File: src/hdl/pip_pkg.sv
// ----------------------------------------------------------------------------
// pip_pkg
// Shared types for the point-in-polygon crossing test: item commands,
// controller states and the command/status bundles between controller and
// datapath.
// ----------------------------------------------------------------------------
package pip_pkg;

  typedef enum logic [1:0] {
    CMD_BEGIN  = 2'd0,
    CMD_VERTEX = 2'd1,
    CMD_END    = 2'd2
  } item_cmd_t;

  typedef enum logic [1:0] {
    ST_IDLE,
    ST_MUL,
    ST_CMP
  } ctrl_state_t;

  typedef struct packed {
    logic begin_load;
    logic vertex_first;
    logic vertex_edge;
    logic close_edge;
    logic multiply;
    logic parity_update;
    logic result_load;
  } dp_cmd_t;

  typedef struct packed {
    logic seen_vertex;
  } dp_sts_t;

endpackage

File: src/hdl/pip_dp.sv
// ----------------------------------------------------------------------------
// pip_dp
// Datapath: polygon state, bounding box, edge differences, exact cross
// products and the crossing compare.
// ----------------------------------------------------------------------------
module pip_dp #(
  parameter int COORD_BITS = 16
) (
  input  logic                         clk,
  input  logic                         rst,
  input  pip_pkg::dp_cmd_t             dp_cmd,
  output pip_pkg::dp_sts_t             dp_sts,
  input  logic signed [COORD_BITS-1:0] coord_x,
  input  logic signed [COORD_BITS-1:0] coord_y,
  output logic                         inside_res
);
  import pip_pkg::*;

  localparam int D = COORD_BITS + 1;
  localparam int P = 2 * D;
  localparam logic signed [COORD_BITS-1:0] CMAX = {1'b0, {(COORD_BITS-1){1'b1}}};
  localparam logic signed [COORD_BITS-1:0] CMIN = {1'b1, {(COORD_BITS-1){1'b0}}};

  logic signed [COORD_BITS-1:0] test_x, test_y, first_x, first_y, prev_x, prev_y;
  logic signed [COORD_BITS-1:0] box_min_x, box_max_x, box_min_y, box_max_y;
  logic                         crossing_parity, seen_vertex;

  logic signed [COORD_BITS-1:0] xi, yi;
  logic signed [D-1:0]          da, db, dc, dd;
  logic                         straddle, straddle_m, dd_pos;
  logic signed [P-1:0]          prod_p, prod_q;
  logic                         less, counts, outside;
  logic                         vertex_upd;

  assign xi         = dp_cmd.close_edge ? first_x : coord_x;
  assign yi         = dp_cmd.close_edge ? first_y : coord_y;
  assign vertex_upd = dp_cmd.vertex_first || dp_cmd.vertex_edge;

  // polygon state
  always_ff @(posedge clk) begin
    if (rst || dp_cmd.begin_load) begin
      first_x         <= '0;
      first_y         <= '0;
      prev_x          <= '0;
      prev_y          <= '0;
      box_min_x       <= CMAX;
      box_min_y       <= CMAX;
      box_max_x       <= CMIN;
      box_max_y       <= CMIN;
      crossing_parity <= 1'b0;
      seen_vertex     <= 1'b0;
    end else begin
      if (dp_cmd.vertex_first) begin
        first_x     <= coord_x;
        first_y     <= coord_y;
        seen_vertex <= 1'b1;
      end
      if (vertex_upd) begin
        prev_x <= coord_x;
        prev_y <= coord_y;
        if (coord_x < box_min_x) box_min_x <= coord_x;
        if (coord_x > box_max_x) box_max_x <= coord_x;
        if (coord_y < box_min_y) box_min_y <= coord_y;
        if (coord_y > box_max_y) box_max_y <= coord_y;
      end
      if (dp_cmd.parity_update && counts) begin
        crossing_parity <= !crossing_parity;
      end
    end
  end

  always_ff @(posedge clk) begin
    if (rst) begin
      test_x <= '0;
      test_y <= '0;
    end else if (dp_cmd.begin_load) begin
      test_x <= coord_x;
      test_y <= coord_y;
    end
  end

  // edge differences, then products
  always_ff @(posedge clk) begin
    if (dp_cmd.vertex_edge || dp_cmd.close_edge) begin
      da       <= D'(test_x) - D'(xi);
      db       <= D'(prev_x) - D'(xi);
      dc       <= D'(test_y) - D'(yi);
      dd       <= D'(prev_y) - D'(yi);
      straddle <= (yi > test_y) != (prev_y > test_y);
    end
    if (dp_cmd.multiply) begin
      prod_p     <= P'(da) * P'(dd);
      prod_q     <= P'(db) * P'(dc);
      dd_pos     <= dd > 0;
      straddle_m <= straddle;
    end
  end

  assign less    = dd_pos ? (prod_p < prod_q) : (prod_q < prod_p);
  assign counts  = straddle_m && less;
  assign outside = !seen_vertex || test_x < box_min_x || test_x > box_max_x ||
                   test_y < box_min_y || test_y > box_max_y;

  always_ff @(posedge clk) begin
    if (dp_cmd.result_load) begin
      inside_res <= !outside && (crossing_parity ^ counts);
    end
  end

  assign dp_sts.seen_vertex = seen_vertex;

endmodule
File: config.mk
export PLATFORM = sky130hd
export DESIGN_NAME = pip_dp
export DESIGN_NICKNAME = d
export VERILOG_FILES = /design/src/hdl/pip_pkg.sv /design/src/hdl/pip_dp.sv
export SDC_FILE = /design/constraint.sdc
export NUM_CORES = 2
export LEC_CHECK = 0
export BUFFER_PORTS_ARGS = -buffer_cell sky130_fd_sc_hd__buf_2
export CORE_AREA = 5 5 251 253
export DETAILED_ROUTE_END_ITERATION = 10
export DIE_AREA = 0 0 256 258
export PLACE_DENSITY = 0.8
export SYNTH_ARGS = -nofsm -noshare
export SYNTH_HDL_FRONTEND = slang
export SYNTH_SLANG_ARGS = --single-unit
export TNS_END_PERCENT = 50
File: constraint.sdc
create_clock -name clk -period 7 [get_ports clk]
set_input_delay 1.75 -clock clk [delete_from_list [all_inputs] [get_ports clk]]
set_output_delay 1.75 -clock clk [all_outputs]
set_load 0.05 [all_outputs]
==> metrics.cfg <==
[status]
status = completed

[placed_design]
io_buffers = 42
hpwlAfterDp_mm = 74.01
gp_congestion = 0.9495

[die]
num_rows = 91
dieWidth_microns = 256
initial_core_util_pct = 63.79
core_sq_um = 60800
die_h_microns = 258
boundaryPins = 43
fp.dieArea_sq_um = 66050

[route]
wl_per_cell_microns = 18.90
vias_per_cell = 5.753
wirelength_mm = 92.45
postRouteAntennaNets = 0
drc = 0
drtPass1Iterations = 6
drt_iter0_drc = 1958
vias = 28140

[synth]
yosys_warnings = 0
synth_top_area_share_pct = 30.76
syn_inst = 4051
synth_top_cell_by_area = fa_1
syn-num-nets = 5097
netlist-cell-type-count = 68
ys_seq_area_share_pct = 19.20
synth_enable_flop_cells = 140
netlist_area_sq_um = 38790
synth.avg_cell_area_sq_um = 9.574
async_reset_ff_share_pct = 0
synth_area_leaders = fa_1 31%, ha_1 13%, edfxtp_1 11%, dfxtp_1 8.4%, inv_1 7.2%
synthFlopType = dfxtp_1
ys_ff_latch = 302

[min_path]
min-delay-start = prev_x[2]
whs_path_depth = 2
hold_end = prev_x[2]
hold_class = register to register

[cts]
cts_made_buffers = 37
clock_latency_ns = 0.58
ctsHoldBuffers = 0
clock_sinks = 302
cts_tree = done
cts-root-buf = clkbuf_16
htree_levels = 2
clock_path_buffers = 3
clkSlewWorstSetupHoldPaths_ns = 0.06

[critical_path]
cp-end-kind = register
path_buf_inv = 0
cpPeakStageDelay_ns = 0.97
crit_arrival_ns = 7.02
r2r_cells = 14
crit_type = register to register
crit_chain = and2_1, fa_1, fa_1, fa_1, fa_1, fa_1, fa_1, ha_1, a211o_1, nor3_1, o21ai_0, a31o_2, a21oi_1, xnor2_1
crit_family = adder cells
crit_path_frequent_cell = fa_1
cp_max_fo = 18
r2r_start = dd[4]
r2r_slack_ns = 0.26
worstReg2RegEnd = prod_p[30]
crit_slowest_cell = fa_1
cp.required_ns = 7.29
cp-start-kind = register

[global_route]
overflow = 0
grt_pass1_wl_mm = 152.5
grt.total_usage_pct = 28.42
grt_pass1_vias = 29990
grt_max_degree = 71
antenna_found_initial = 1

[final_layout]
fin_nets = 5119
final_layout_size_suffix_gt1_share_pct = 4.778
syn_to_final_growth_pct = 6.604
diodes = 0

[timing]
finalCritPeriodShare_pct = 96.22
hold_viol_final = 0
skew_ns = 0.04518
fmax_ghz = 0.1485
holdWs_ns = 0.4561
maxSlewHeadroom_pct = 26.93
drv_slew = 0
worst_pin_slew_ns = 1.096
final.min_clock_period_ns = 6.735
finalSetupViolations = 0

[flow_run]
maxCapViolCount = 0

flip-flops by register name, indices dropped and copies added (netlist names), 16 cells and up:
register   cells
first_y       16
test_y        16
dd            17
box_max_x     16
prod_p        34
prod_q        34
first_x       16
box_max_y     16
da            17
dc            17
prev_y        16
box_min_x     16
test_x        16
prev_x        16
box_min_y     16
db            17
synthesized netlist by cell type, drive strengths merged, types with 102 or more instances:
cell,count
inv,746
fa,596
ha,409
nand2,391
and2,296
nor2,200
dfxtp,162
edfxtp,140
a21oi,137
mux2i,127
clkbuf,115
o21ai,102
routing by layer:
layer / global-route usage (%) / vias to the layer above / wire length [microns]
li1: - / 12960 / -
met2: 50.20 / 950 / 46490
met5: 0 / - / 15
met1: 35.22 / 13970 / 35770
met4: 13.21 / 2 / 4931
met3: 3.295 / 260 / 5240
cell families (layout without fill, tap and decap cells):
family	count (synthesis)	after routing	synth area share (%)
simple gates	1161	1161	14.52
fa+ha+maj	1005	1005	43.96
buf+inv	876	927	8.591
compound gates	457	457	7.678
flops	302	302	19.20
mux	127	127	3.278
xor+xnor	123	123	2.778
cell type report:
cell class / count / area, sq um
Inverter: 746 / 2800
Clock inverter: 21 / 282.8
Multi-Input combinational cell: 2873 / 28020
Sequential cell: 302 / 7447
Clock buffer: 47 / 1037
Fill cell: 4700 / 19450
Tap cell: 790 / 988.4
Timing Repair Buffer: 113 / 768.2
metrics by stage:
stage	util [%]	setup TNS [ns]	std cells	cell area [sq um]	setup slack [ns]
CTS	67.85	0	4884	41250	0.2046
finish	68.00	0	4892	41350	0.2648
global route	68.00	-0.02955	4892	41350	-0.02955
detailed placement	65.68	0	4816	39930	0.2624
global placement	65.68	0	4816	39930	0.4349
floorplan	-	0	4051	38790	0.8720
cell usage in the layout (no fill, tap or decap), types with 8 or more instances in the layout:
cell type and instances:
o21ai_0 96, a211oi_1 10, nor2_1 198, dfxtp_1 162, nor4_1 12, mux2i_1 127
and3_1 12, nor3_1 40, ha_1 409, o211ai_1 8, or3_1 12, buf_2 42
a2111oi_0 11, clkbuf_16 40, inv_1 746, and2_1 296, xnor2_1 100, nor2b_1 28
o21bai_1 8, nand3_1 96, nand2_1 391, nand4_1 29, a21o_1 69, fa_1 595
nand2b_1 27, xor2_1 23, a21oi_1 137, buf_4 69, edfxtp_1 140, o21a_1 29
timing repair:
action,4_1_cts,5_1_grt
gates resized for setup,0,2
buffers inserted,0,8
setup endpoints to repair,0,6
worst max path at each step:
stage | start | to | cells after the start
5_1_grt | dd[4] | prod_p[33] | 20
2_1_floorplan | db[16] | prod_q[33] | 20
4_1_cts | dd[2] | prod_p[30] | 15
6_report | dd[4] | prod_p[30] | 14
3_3_place_gp | dd[2] | prod_p[30] | 15
3_5_place_dp | dd[2] | prod_p[30] | 15
worst reg2reg max path, cell delays in order, from the launching register on:
cell and delay, ns:
edfxtp_1 0.81, and2_1 0.25, fa_1 0.58, fa_1 0.97, fa_1 0.56, fa_1 0.60, fa_1 0.44, fa_1 0.45
ha_1 0.34, a211o_1 0.34, nor3_1 0.30, o21ai_0 0.27, a31o_2 0.31, a21oi_1 0.18, xnor2_1 0.09
Power is not shown: default switching activity piles up to over one toggle a cycle in this logic, so the estimate is an artifact.
